--- config.mk ---
export PLATFORM = sky130hd
export DESIGN_NAME = peer_table_with_aging
export DESIGN_NICKNAME = d
export VERILOG_FILES = /design/src/rtl/pta_pkg.sv /design/src/rtl/pta_regs.sv /design/src/rtl/pta_mem.sv /design/src/rtl/peer_table_with_aging.sv
export SDC_FILE = /design/constraint.sdc
export NUM_CORES = 2
export LEC_CHECK = 0
export ABC_AREA = 1
export CAP_MARGIN = 30
export CORE_ASPECT_RATIO = 1.2
export CORE_MARGIN = 2
export CORE_UTILIZATION = 43
export CTS_BUF_LIST = sky130_fd_sc_hd__clkbuf_16
export DETAILED_ROUTE_END_ITERATION = 7
export DONT_BUFFER_PORTS = 1
export PLACE_DENSITY = 0.69
export RECOVER_POWER = 100
export SYNTH_ARGS = -nofsm -noshare
export SYNTH_HDL_FRONTEND = slang
export SYNTH_HIERARCHICAL = 1
export SYNTH_SLANG_ARGS = --single-unit
export TNS_END_PERCENT = 1
--- constraint.sdc ---
create_clock -name i_clk -period 8 [get_ports i_clk]
set_clock_uncertainty 0.15 [all_clocks]
set_input_delay 1.2 -clock i_clk [delete_from_list [all_inputs] [get_ports i_clk]]
set_output_delay 1.2 -clock i_clk [all_outputs]
set_load 0.02 [all_outputs]
--- src/rtl/pta_pkg.sv ---
package pta_pkg;

    typedef enum logic [1:0] {
        MODE_RX   = 2'd0,
        MODE_SEND = 2'd1,
        MODE_TICK = 2'd2,
        MODE_NONE = 2'd3
    } t_mode;

    typedef enum logic [2:0] {
        ST_NONE    = 3'd0,
        ST_UPDATED = 3'd1,
        ST_ADDED   = 3'd2,
        ST_FULL    = 3'd3,
        ST_REMOVED = 3'd4
    } t_status;

    localparam int REG_NODE_IS_MASTER = 0;
    localparam int REG_MIN_PEERS      = 1;
    localparam int REG_PEER_TIMEOUT   = 2;
    localparam int REG_RETRY_LIMIT    = 3;
    localparam int REG_DISC_FAST      = 4;
    localparam int REG_DISC_SLOW      = 5;
    localparam int REG_STATUS_PERIOD  = 6;

    typedef struct packed {
        logic        node_is_master;
        logic [4:0]  peer_quorum;
        logic [31:0] peer_timeout_ms;
        logic [7:0]  retry_limit;
        logic [31:0] discovery_fast_ms;
        logic [31:0] discovery_slow_ms;
        logic [31:0] status_period_ms;
    } t_cfg;

    // one table entry as held in the entry memory
    typedef struct packed {
        logic [47:0] mac;
        logic        mflag;
        logic        ready;
        logic [31:0] seen_ms;
        logic [7:0]  failures;
    } t_entry;

endpackage

--- src/rtl/pta_regs.sv ---
module pta_regs (
    input  logic          i_clk,
    input  logic          i_rst_n,
    input  logic          psel,
    input  logic          penable,
    input  logic          pwrite,
    input  logic [4:0]    paddr,
    input  logic [31:0]   pwdata,
    output logic [31:0]   prdata,
    output logic          pready,
    output pta_pkg::t_cfg o_cfg
);
    import pta_pkg::*;

    t_cfg r_cfg;
    logic [2:0] w_idx;

    assign w_idx  = paddr[4:2];
    assign pready = 1'b1;
    assign o_cfg  = r_cfg;

    always_ff @(posedge i_clk) begin
        if (!i_rst_n) begin
            r_cfg.node_is_master    <= 1'b0;
            r_cfg.peer_quorum       <= 5'd1;
            r_cfg.peer_timeout_ms   <= 32'd30000;
            r_cfg.retry_limit       <= 8'd5;
            r_cfg.discovery_fast_ms <= 32'd2000;
            r_cfg.discovery_slow_ms <= 32'd30000;
            r_cfg.status_period_ms  <= 32'd5000;
        end else if (psel && penable && pwrite) begin
            case (w_idx)
                3'(REG_NODE_IS_MASTER): r_cfg.node_is_master    <= pwdata[0];
                3'(REG_MIN_PEERS):      r_cfg.peer_quorum       <= pwdata[4:0];
                3'(REG_PEER_TIMEOUT):   r_cfg.peer_timeout_ms   <= pwdata;
                3'(REG_RETRY_LIMIT):    r_cfg.retry_limit       <= pwdata[7:0];
                3'(REG_DISC_FAST):      r_cfg.discovery_fast_ms <= pwdata;
                3'(REG_DISC_SLOW):      r_cfg.discovery_slow_ms <= pwdata;
                3'(REG_STATUS_PERIOD):  r_cfg.status_period_ms  <= pwdata;
                default: ;
            endcase
        end
    end

    always_comb begin
        case (w_idx)
            3'(REG_NODE_IS_MASTER): prdata = {31'd0, r_cfg.node_is_master};
            3'(REG_MIN_PEERS):      prdata = {27'd0, r_cfg.peer_quorum};
            3'(REG_PEER_TIMEOUT):   prdata = r_cfg.peer_timeout_ms;
            3'(REG_RETRY_LIMIT):    prdata = {24'd0, r_cfg.retry_limit};
            3'(REG_DISC_FAST):      prdata = r_cfg.discovery_fast_ms;
            3'(REG_DISC_SLOW):      prdata = r_cfg.discovery_slow_ms;
            3'(REG_STATUS_PERIOD):  prdata = r_cfg.status_period_ms;
            default:                prdata = 32'd0;
        endcase
    end

endmodule

--- src/rtl/pta_mem.sv ---
module pta_mem #(
    parameter int DEPTH = 16,
    parameter int AW    = 4
) (
    input  logic            i_clk,
    input  logic            i_we,
    input  logic [AW-1:0]   i_waddr,
    input  pta_pkg::t_entry i_wdata,
    input  logic [AW-1:0]   i_raddr,
    output pta_pkg::t_entry o_rdata
);
    import pta_pkg::*;

    t_entry r_mem [DEPTH];
    t_entry r_rdata;

    assign o_rdata = r_rdata;

    always_ff @(posedge i_clk) begin
        if (i_we) begin
            r_mem[i_waddr] <= i_wdata;
        end
        r_rdata <= r_mem[i_raddr];
    end

endmodule

--- src/rtl/peer_table_with_aging.sv ---
// Peer table with aging.
// Input channel (i_valid/o_ready) carries one transaction: a received frame,
// a send outcome or a time tick. Output channel (o_valid/i_ready) returns
// exactly one result per input. Config registers sit on the APB port at
// byte addresses 4*i; pready is tied high.
// Entries live in a one-read-port synchronous memory; valid bits and address
// match are kept in flops per slot. A frame or send outcome passes through
// lookup, memory read and write back before its result is loaded; the next
// transaction is taken in the cycle after the result is loaded, so a new
// one is not taken before the last is through. A tick sweeps the memory
// one slot per cycle before its result is loaded.
// One transaction is processed at a time. The result sits in its own output
// register, so a stalled receiver holds one result while the next
// transaction is processed; that one then waits in the last state and the
// input backpressures until the held result is taken.
// Reset (synchronous, active low) clears valid bits, counters, master
// tracking and the broadcast timers; entry contents need no clearing.
module peer_table_with_aging #(
    parameter int TABLE_DEPTH = 16
) (
    input  logic        i_clk,
    input  logic        i_rst_n,
    input  logic        psel,
    input  logic        penable,
    input  logic        pwrite,
    input  logic [4:0]  paddr,
    input  logic [31:0] pwdata,
    output logic [31:0] prdata,
    output logic        pready,
    input  logic        i_valid,
    output logic        o_ready,
    input  logic [1:0]  i_mode,
    input  logic [47:0] i_peer_mac,
    input  logic        i_is_discovery,
    input  logic        i_sender_is_master,
    input  logic        i_sender_ready,
    input  logic        i_send_ok,
    input  logic [31:0] i_now_ms,
    output logic        o_valid,
    input  logic        i_ready,
    output logic [2:0]  o_status,
    output logic [3:0]  o_peer_index,
    output logic [4:0]  o_peer_count,
    output logic [4:0]  o_removed_count,
    output logic        o_network_ready,
    output logic        o_master_known,
    output logic        o_discovery_due,
    output logic        o_status_due
);
    import pta_pkg::*;

    localparam int AW = (TABLE_DEPTH > 1) ? $clog2(TABLE_DEPTH) : 1;
    localparam int CW = $clog2(TABLE_DEPTH + 1);

    typedef enum logic [2:0] {
        S_IDLE,
        S_LOOK,
        S_RMW,
        S_SWEEP,
        S_DONE
    } t_state;

    t_cfg cfg;

    pta_regs u_regs (
        .i_clk   (i_clk),
        .i_rst_n (i_rst_n),
        .psel    (psel),
        .penable (penable),
        .pwrite  (pwrite),
        .paddr   (paddr),
        .pwdata  (pwdata),
        .prdata  (prdata),
        .pready  (pready),
        .o_cfg   (cfg)
    );

    t_state r_state;
    logic [TABLE_DEPTH-1:0] r_valid;
    logic [TABLE_DEPTH-1:0] r_match;   // cached address match per slot
    logic [47:0] r_mac_tag [TABLE_DEPTH];
    logic [CW-1:0] r_count;
    logic        r_mfound;
    logic [47:0] r_maddr;
    logic [31:0] r_last_disc, r_last_stat, r_ready_since;

    logic [1:0]  r_mode;
    logic [47:0] r_key;
    logic        r_disc, r_from_m, r_rdy, r_ok;
    logic [31:0] r_now;
    logic [AW-1:0] r_slot;
    logic        r_hit;
    logic [AW:0] r_sweep;
    logic        r_have_rm;
    logic [4:0]  r_gone;
    logic [2:0]  r_wstatus;
    logic [3:0]  r_windex;
    logic        r_wdisc, r_wstat;

    logic        r_ovalid;
    logic [2:0]  r_ostatus;
    logic [3:0]  r_oindex;
    logic [4:0]  r_ocount, r_ogone;
    logic        r_ordy, r_omk;
    logic        r_odisc, r_ostat;

    logic          mem_we;
    logic [AW-1:0] mem_waddr, mem_raddr;
    t_entry        mem_wdata, mem_rdata;

    pta_mem #(.DEPTH(TABLE_DEPTH), .AW(AW)) u_mem (
        .i_clk   (i_clk),
        .i_we    (mem_we),
        .i_waddr (mem_waddr),
        .i_wdata (mem_wdata),
        .i_raddr (mem_raddr),
        .o_rdata (mem_rdata)
    );

    logic          hit;
    logic [AW-1:0] hit_idx, free_idx;
    logic          free_any;
    logic          rd_now;

    always_comb begin
        hit = 1'b0;
        hit_idx = '0;
        for (int k = TABLE_DEPTH - 1; k >= 0; k--) begin
            if (r_valid[k] && r_match[k]) begin
                hit = 1'b1;
                hit_idx = AW'(k);
            end
        end
        free_any = 1'b0;
        free_idx = '0;
        for (int k = TABLE_DEPTH - 1; k >= 0; k--) begin
            if (!r_valid[k]) begin
                free_any = 1'b1;
                free_idx = AW'(k);
            end
        end
    end

    assign rd_now = cfg.node_is_master ? (5'(r_count) >= cfg.peer_quorum) : r_mfound;

    // sweep reads slot r_sweep; a tick primes slot 0 in S_LOOK, else the hit slot
    assign mem_raddr = (r_state == S_SWEEP) ? r_sweep[AW-1:0] :
                       (r_mode == MODE_TICK) ? '0 : hit_idx;

    logic       sw_prev_ok;
    logic [AW-1:0] sw_prev;
    assign sw_prev = AW'(r_sweep - 1'b1);
    assign sw_prev_ok = (r_sweep != '0);

    logic [7:0] fail_inc;
    assign fail_inc = (mem_rdata.failures == 8'hFF) ? 8'hFF : mem_rdata.failures + 8'd1;

    always_comb begin
        mem_we = 1'b0;
        mem_waddr = r_slot;
        mem_wdata = mem_rdata;
        if (r_state == S_LOOK && !hit && r_mode == MODE_RX && r_disc && free_any &&
            ((!cfg.node_is_master && r_from_m && !r_mfound) ||
             (cfg.node_is_master && !r_from_m))) begin
            mem_we = 1'b1;
            mem_waddr = free_idx;
            mem_wdata.mac = r_key;
            mem_wdata.mflag = !cfg.node_is_master;
            mem_wdata.ready = 1'b1;
            mem_wdata.seen_ms = r_now;
            mem_wdata.failures = 8'd0;
        end else if (r_state == S_RMW && r_hit) begin
            mem_we = 1'b1;
            if (r_mode == MODE_RX) begin
                mem_wdata.seen_ms = r_now;
                mem_wdata.mflag = r_from_m;
                mem_wdata.ready = r_rdy;
            end else begin
                mem_wdata.failures = r_ok ? 8'd0 : fail_inc;
            end
        end
    end

    logic        age_out;
    assign age_out = (r_state == S_SWEEP) && sw_prev_ok && r_valid[sw_prev] &&
                     ((r_now - mem_rdata.seen_ms) > cfg.peer_timeout_ms);

    logic        out_load;
    assign out_load = (r_state == S_DONE) && (!r_ovalid || i_ready);

    assign o_ready = (r_state == S_IDLE);

    always_ff @(posedge i_clk) begin
        if (!i_rst_n) begin
            r_state <= S_IDLE;
            r_valid <= '0;
            r_count <= '0;
            r_mfound <= 1'b0;
            r_maddr <= '0;
            r_last_disc <= '0;
            r_last_stat <= '0;
            r_ready_since <= '0;
            r_ovalid <= 1'b0;
        end else begin
            if (out_load) r_ovalid <= 1'b1;
            else if (i_ready) r_ovalid <= 1'b0;
            case (r_state)
                S_IDLE: begin
                    if (i_valid && o_ready) begin
                        r_mode <= i_mode;
                        r_key <= i_peer_mac;
                        r_disc <= i_is_discovery;
                        r_from_m <= i_sender_is_master;
                        r_rdy <= i_sender_ready;
                        r_ok <= i_send_ok;
                        r_now <= i_now_ms;
                        for (int k = 0; k < TABLE_DEPTH; k++)
                            r_match[k] <= (r_mac_tag[k] == i_peer_mac);
                        r_wstatus <= ST_NONE;
                        r_windex <= '0;
                        r_wdisc <= 1'b0;
                        r_wstat <= 1'b0;
                        r_gone <= '0;
                        r_have_rm <= 1'b0;
                        r_sweep <= '0;
                        r_state <= S_LOOK;
                    end
                end
                S_LOOK: begin
                    r_slot <= hit_idx;
                    // only frames and send outcomes write back a hit entry
                    r_hit <= hit && (r_mode == MODE_RX || r_mode == MODE_SEND);
                    if (r_mode == MODE_TICK) begin
                        if ((!rd_now && (r_now - r_last_disc) > cfg.discovery_fast_ms) ||
                            (rd_now && (r_now - r_last_disc) > cfg.discovery_slow_ms)) begin
                            r_wdisc <= 1'b1;
                            r_last_disc <= r_now;
                        end
                        if (cfg.node_is_master && rd_now &&
                            (r_now - r_last_stat) > cfg.status_period_ms) begin
                            r_wstat <= 1'b1;
                            r_last_stat <= r_now;
                        end
                        r_sweep <= (AW+1)'(1);
                        r_state <= S_SWEEP;
                    end else begin
                        r_state <= S_RMW;
                        if (r_mode == MODE_RX && hit) begin
                            r_wstatus <= ST_UPDATED;
                            r_windex <= 4'(hit_idx);
                        end else if (r_mode == MODE_RX && r_disc) begin
                            if (!cfg.node_is_master && r_from_m && !r_mfound) begin
                                r_mfound <= 1'b1;
                                r_maddr <= r_key;
                            end
                            if ((!cfg.node_is_master && r_from_m && !r_mfound) ||
                                (cfg.node_is_master && !r_from_m)) begin
                                if (free_any) begin
                                    r_valid[free_idx] <= 1'b1;
                                    r_mac_tag[free_idx] <= r_key;
                                    r_count <= r_count + 1'b1;
                                    r_wstatus <= ST_ADDED;
                                    r_windex <= 4'(free_idx);
                                end else begin
                                    r_wstatus <= ST_FULL;
                                end
                            end
                        end else if (r_mode == MODE_SEND && hit) begin
                            r_wstatus <= ST_UPDATED;
                            r_windex <= 4'(hit_idx);
                        end
                    end
                end
                S_RMW: begin
                    if (r_hit && r_mode == MODE_SEND && !r_ok &&
                        fail_inc > cfg.retry_limit) begin
                        r_valid[r_slot] <= 1'b0;
                        if (r_count != '0) r_count <= r_count - 1'b1;
                        r_wstatus <= ST_REMOVED;
                        r_gone <= 5'd1;
                        if (!cfg.node_is_master && r_mfound && r_maddr == r_key) begin
                            r_mfound <= 1'b0;
                            r_maddr <= '0;
                        end
                    end
                    r_state <= S_DONE;
                end
                S_SWEEP: begin
                    // data of slot r_sweep-1 is at the memory output now
                    if (age_out) begin
                        r_valid[sw_prev] <= 1'b0;
                        if (r_count != '0) r_count <= r_count - 1'b1;
                        r_gone <= r_gone + 5'd1;
                        if (!r_have_rm) begin
                            r_have_rm <= 1'b1;
                            r_windex <= 4'(sw_prev);
                            r_wstatus <= ST_REMOVED;
                        end
                        if (mem_rdata.mflag && r_mfound &&
                            mem_rdata.mac == r_maddr) begin
                            r_mfound <= 1'b0;
                            r_maddr <= '0;
                        end
                    end
                    if (r_sweep == (AW+1)'(TABLE_DEPTH)) r_state <= S_RMW;
                    else r_sweep <= r_sweep + 1'b1;
                end
                S_DONE: begin
                    // waits here while the previous result is still held
                    if (out_load) begin
                        if (r_mode == MODE_TICK) begin
                            if (rd_now && r_ready_since == '0) r_ready_since <= r_now;
                            else if (!rd_now && r_ready_since != '0) r_ready_since <= '0;
                        end
                        r_ostatus <= r_wstatus;
                        r_oindex <= r_windex;
                        r_ocount <= 5'(r_count);
                        r_ogone <= r_gone;
                        r_ordy <= rd_now;
                        r_omk <= r_mfound;
                        r_odisc <= r_wdisc;
                        r_ostat <= r_wstat;
                        r_state <= S_IDLE;
                    end
                end
                default: r_state <= S_IDLE;
            endcase
        end
    end

    assign o_valid         = r_ovalid;
    assign o_status        = r_ostatus;
    assign o_peer_index    = r_oindex;
    assign o_peer_count    = r_ocount;
    assign o_removed_count = r_ogone;
    assign o_network_ready = r_ordy;
    assign o_master_known  = r_omk;
    assign o_discovery_due = r_odisc;
    assign o_status_due    = r_ostat;

endmodule

; Yosys cells after proc, flatten, opt, wreduce, memory -nomap -nowiden
; Memories as Yosys holds them, arrays and structs flattened. A register that Yosys moved wholly into a read port is not among the register bits.
; Cells that the tools add are included.
[totals]
reg_bits = 428
latch_bits = 0
ramBits = 2208
mem_bits_ro = 0
n_memories = 2
[mem_list]
columns = memory, depth, width, read_ports, rd_clocked_by_memory_dff, wr, line
row1 = u_mem.r_mem, 16, 90, 1, 1, 1, pta_mem.sv:14  ; t_entry r_mem [DEPTH];
row2 = r_mac_tag, 16, 48, 16, 0, 1, peer_table_with_aging.sv:81  ; logic [47:0] r_mac_tag [TABLE_DEPTH];
[op_classes]
n_addsub = 9
n_mul = 0
n_div = 0
n_lt_le_gt_ge = 12
eq_ne = 53
n_shift = 0
n_mux = 175
n_bitwise = 5
n_reduce_logical = 95
[ops]
columns = op, n
row1 = $eq A48 B48 Y1, 18
row2 = $mux W48, 9
row3 = $pmux W32 S7, 1
row4 = $mux W4, 44
row5 = $pmux W48 S3, 1
row6 = $gt A32 B32 Y1, 4
row7 = $mux W16, 7
row8 = $sub A32 B32 Y32, 3
row9 = $mux W42, 2
row10 = $mux W1, 67
row11 = $mux W5, 13
row12 = $logic_and A1 B1 Y1, 50
row13 = $pmux W16 S3, 1
row14 = $pmux W5 S3, 3
row15 = $mux W3, 12
row16 = $mux W34, 1
row17 = $and A16 B16 Y16, 2
row18 = $not A16 Y16, 2
row19 = $reduce_and A9 Y1, 3
row20 = $mux W8, 3
row21 = $ne A2 B1 Y1 const B, 10
row22 = $reduce_and A5 Y1, 4
row23 = $ne A2 B2 Y1 const B, 8
row24 = $or A16 B16 Y16, 1
row25 = other kinds (36), 80

; Logic depth before layout (Yosys ltp)
[logic_depth]
depth_word = 27
ltp_mapped = 31
depth_no_buf = 30

; By module
; The synthesis kept the hierarchy.
[by_module_without_submodules]
columns = mod, n_inst, cells_per_inst, area_per_inst_um2, seq_area_each_um2
row1 = pta_mem, 1, 5909, 63562.2, 45043.2
row2 = peer_table_with_aging, 1, 5351, 55638.4, 30269.0
row3 = pta_regs, 1, 1031, 6641.4, 2842.7

; Worst setup path after synthesis
; No wires, ideal clock.
[synth_path]
path_kind = input -> register
from = in i_rst_n
to = mem r_mac_tag[0][0] (enable)
arrival_time_ns = 6.333
required_ns = 7.277
setup_slack_ns = 0.944
cell_stages = 3
n_path_buf = 1
cell_sequence = clkbuf_1 > nand3_2 > nor4_1
[synth_via]
elab_chain_len = 2
[synth_rtl]
columns = element, line
row1 = start: declaration, peer_table_with_aging.sv:22  ; input logic i_rst_n,
row2 = $mux W1, peer_table_with_aging.sv:194  ; if (!i_rst_n) begin
row3 = $mux W1 (not written as such), peer_table_with_aging.sv:260  ; r_mac_tag[free_idx] <= r_key;
row4 = end: declaration, peer_table_with_aging.sv:81
; No other way between the ends.

; Worst setup path after layout
[layout_path]
from = reg r_state[0]
to = mem u_mem/r_mem[15][31] in the netlist's numbering (enable)
[layout_via]
word_cells_on_any_way = 13
[layout_lines]
columns = element, line
row1 = start: declaration, peer_table_with_aging.sv:78  ; t_state r_state;
row2 = start signal: assignment, peer_table_with_aging.sv:195  ; r_state <= S_IDLE;
row3 = start signal: assignment, peer_table_with_aging.sv:226  ; r_state <= S_LOOK;
row4 = start signal: assignment, peer_table_with_aging.sv:245  ; r_state <= S_SWEEP;
row5 = $eq A3 B1 Y1, peer_table_with_aging.sv:162  ; if (r_state == S_LOOK && !hit && r_mode == MODE_RX && r_disc && free_any &&
row6 = $logic_and A1 B1 Y1 (5 in a row), peer_table_with_aging.sv:162
row7 = $mux W4, peer_table_with_aging.sv:162
row8 = net mem_waddr[1], peer_table_with_aging.sv:108  ; logic [AW-1:0] mem_waddr, mem_raddr;
row9 = end: declaration, pta_mem.sv:14
; The timed path passes the listed nets, and every way through them passes these cells.

==> impl_metrics.yaml <==
hold_path:
  min_path_type: "primary input to register"
  hold_depth: 0
  worstHoldEndpoint: "r_now[12]"
  min_from: "i_now_ms[12]"
finish:
  syn_to_final_growth_pct: 9.05
  drive_gt1_frac: 0.0494
  stdcell_area_sq_um: 136000
  layout.nets: 12509
  final_common_cell: "nand2_1"
  final_cell_mix: "nand2_1 (2910), edfxtp_1 (2339), inv_1 (1705), nand3_1 (1343), xnor2_1 (655)"
  post-route-util: 0.472
worst_setup_path:
  crit_family: "simple AND/OR/NAND/NOR gates"
  cp-start-kind: "register"
  crit_slowest_cell: "clkbuf_1"
  cp_num_buf_inv: 2
  path_max_fanout: 65
  crit_arrival_ns: 7.31
  r2r-start: "r_state[0]"
  r2r_slack_ns: 0.97
  critical_path_class: "register to register"
  cp_cell_sequence: "nand2_2 > nor2_1 > inv_1 > nor2_1 > nand2_4 > o21ai_0 > nand3_1 > nor2_4 > clkbuf_1"
  end_kind: "register"
  crit_required_ns: 8.27
  critical-path-max-stage-delay_ns: 1.73
  timing.rr.end: "u_mem/r_mem[15][31]"
  r2r_cells: 9
  cpMostUsedCell: "nor2_1"
synth:
  syn_inst: 12225
  synth_area_per_cell_sq_um: 10.2
  synthesis.nets: 12603
  yosys_warnings: 6
  syn_area_sq_um: 125000
global_route:
  grt_pass1_wl_um: 502000
  grt_overflow_total: 0
  antenna_found_initial: 15
  grt_max_degree: 225
  grt_usage: 0.224
  grt_pass1_vias: 80526
run:
  timing.max_cap.violations: 61
route:
  wl_per_cell_um: 21.1
  wl_met3_um: 27800
  drc_errors: 1
  wl_met2_um: 165000
  totalWireLength_um: 341000
  vias_per_cell: 5.31
  ant_nets: 0
  top_layer: "met4"
  drt_first_pass_iters: 8
  dr_total_vias: 85879
  drt-initial-drc-count: 9143
  m1WireLength_um: 133000
clocking:
  root_buffer: "clkbuf_16"
  clk_pin_slew_worst_paths_ns: 0.07
  clk_latency_ns: 0.92
  htree_levels: 4
  cts_setup_buffers: 0
  postCtsHoldBufs: 0
  cts-resized-gates: 0
  numCtsBuffers: 246
  cts_sinks: 2708
  clock_path_buffers: 4
  cts_tree: "yes"
floorplanning:
  die_w_um: 496
  core_area_sq_um: 289000
  ios: 186
  start_util: 0.433
  die_h_um: 595
  rows: 216
  die-area_sq_um: 295000
sta:
  drv_slew: 1981
  holdWs_ns: 0.231
  period_needed_ns: 7.03
  rsz0062_at_grt: "no"
  tightest_slew_ns: 3.81
  setup_violations: 0
  hold_viol_final: 0
  slew_headroom: -1.54
  clock.fmax_ghz: 0.142
  fin_crit_sh: 0.879
  final.setup.tns_ns: 0
pwr:
  p_leak_nw: 52.5
  totalPowerFinal_mw: 30.3
  ir_worst_vdd_mv: 0.196
  power.density_nw_per_um2: 222
place:
  hpwlAfterDp_um: 204000
  place_area_sq_um: 129000
  gp_congestion: 0.928
  portBuffers: 0
outcome:
  status: "finished, violations left"
  failed_checks: "design-rule violations, max-capacitance violations, max-slew violations"
==> state kept, by name, indices dropped and copies added (netlist names), 32 cells and up <==
signal	flops
r_key	48
r_last_disc	32
r_last_stat	32
r_mac_tag	768
r_maddr	48
r_now	32
u_mem/o_rdata	89
u_mem/r_mem	1424
u_regs/o_cfg	142
==> report_power, final <==
part           switching (mW)  internal, mW
registers               0.206          15.6
clock network            5.25          6.77
logic                    1.70         0.779
total                    7.16          23.2
==> final cells by class <==
| cell class | instances | area (sq um) |
|---|---|---|
| flip-flops and latches | 2708 | 77600 |
| clock inverters | 202 | 1900 |
| repair buffers | 225 | 1310 |
| well taps | 3815 | 4770 |
| multi-input cells | 7252 | 38100 |
| diodes | 13 | 32.5 |
| clock buffers | 249 | 6230 |
| fillers | 25793 | 152000 |
| inverters | 1698 | 6420 |
==> per-stage QoR <==
| step | cells | setup WS, ns |
|---|---|---|
| 2_1_floorplan | 12225 | 0.944 |
| 3_3_place_gp | 15669 | 1.79 |
| 3_5_place_dp | 15694 | 1.79 |
| 4_1_cts | 16145 | 1.82 |
| 5_1_grt | 16158 | 0.690 |
| 6_report | 16162 | 0.965 |
==> routing by layer <==
metal	global-route usage	up-vias
li1	-	40334
met1	0.289	41206
met2	0.378	3657
met3	0.0301	682
met4	0.0960	0
met5	0	-
==> how the worst max path moves through the flow <==
stage / startpoint / end / slack [ns] / depth (start not counted)
2_1_floorplan: i_rst_n / r_mac_tag[0][0] / 0.94 / 3
3_3_place_gp: r_now[0] / r_maddr[42] / 1.79 / 28
3_5_place_dp: r_now[0] / r_maddr[44] / 1.79 / 28
4_1_cts: r_now[0] / r_last_disc[10] / 1.82 / 25
5_1_grt: r_state[0] / u_mem/r_mem[15][31] / 0.69 / 9
6_report: r_state[0] / u_mem/r_mem[15][31] / 0.97 / 9
Power figures use the tool's default switching activity.
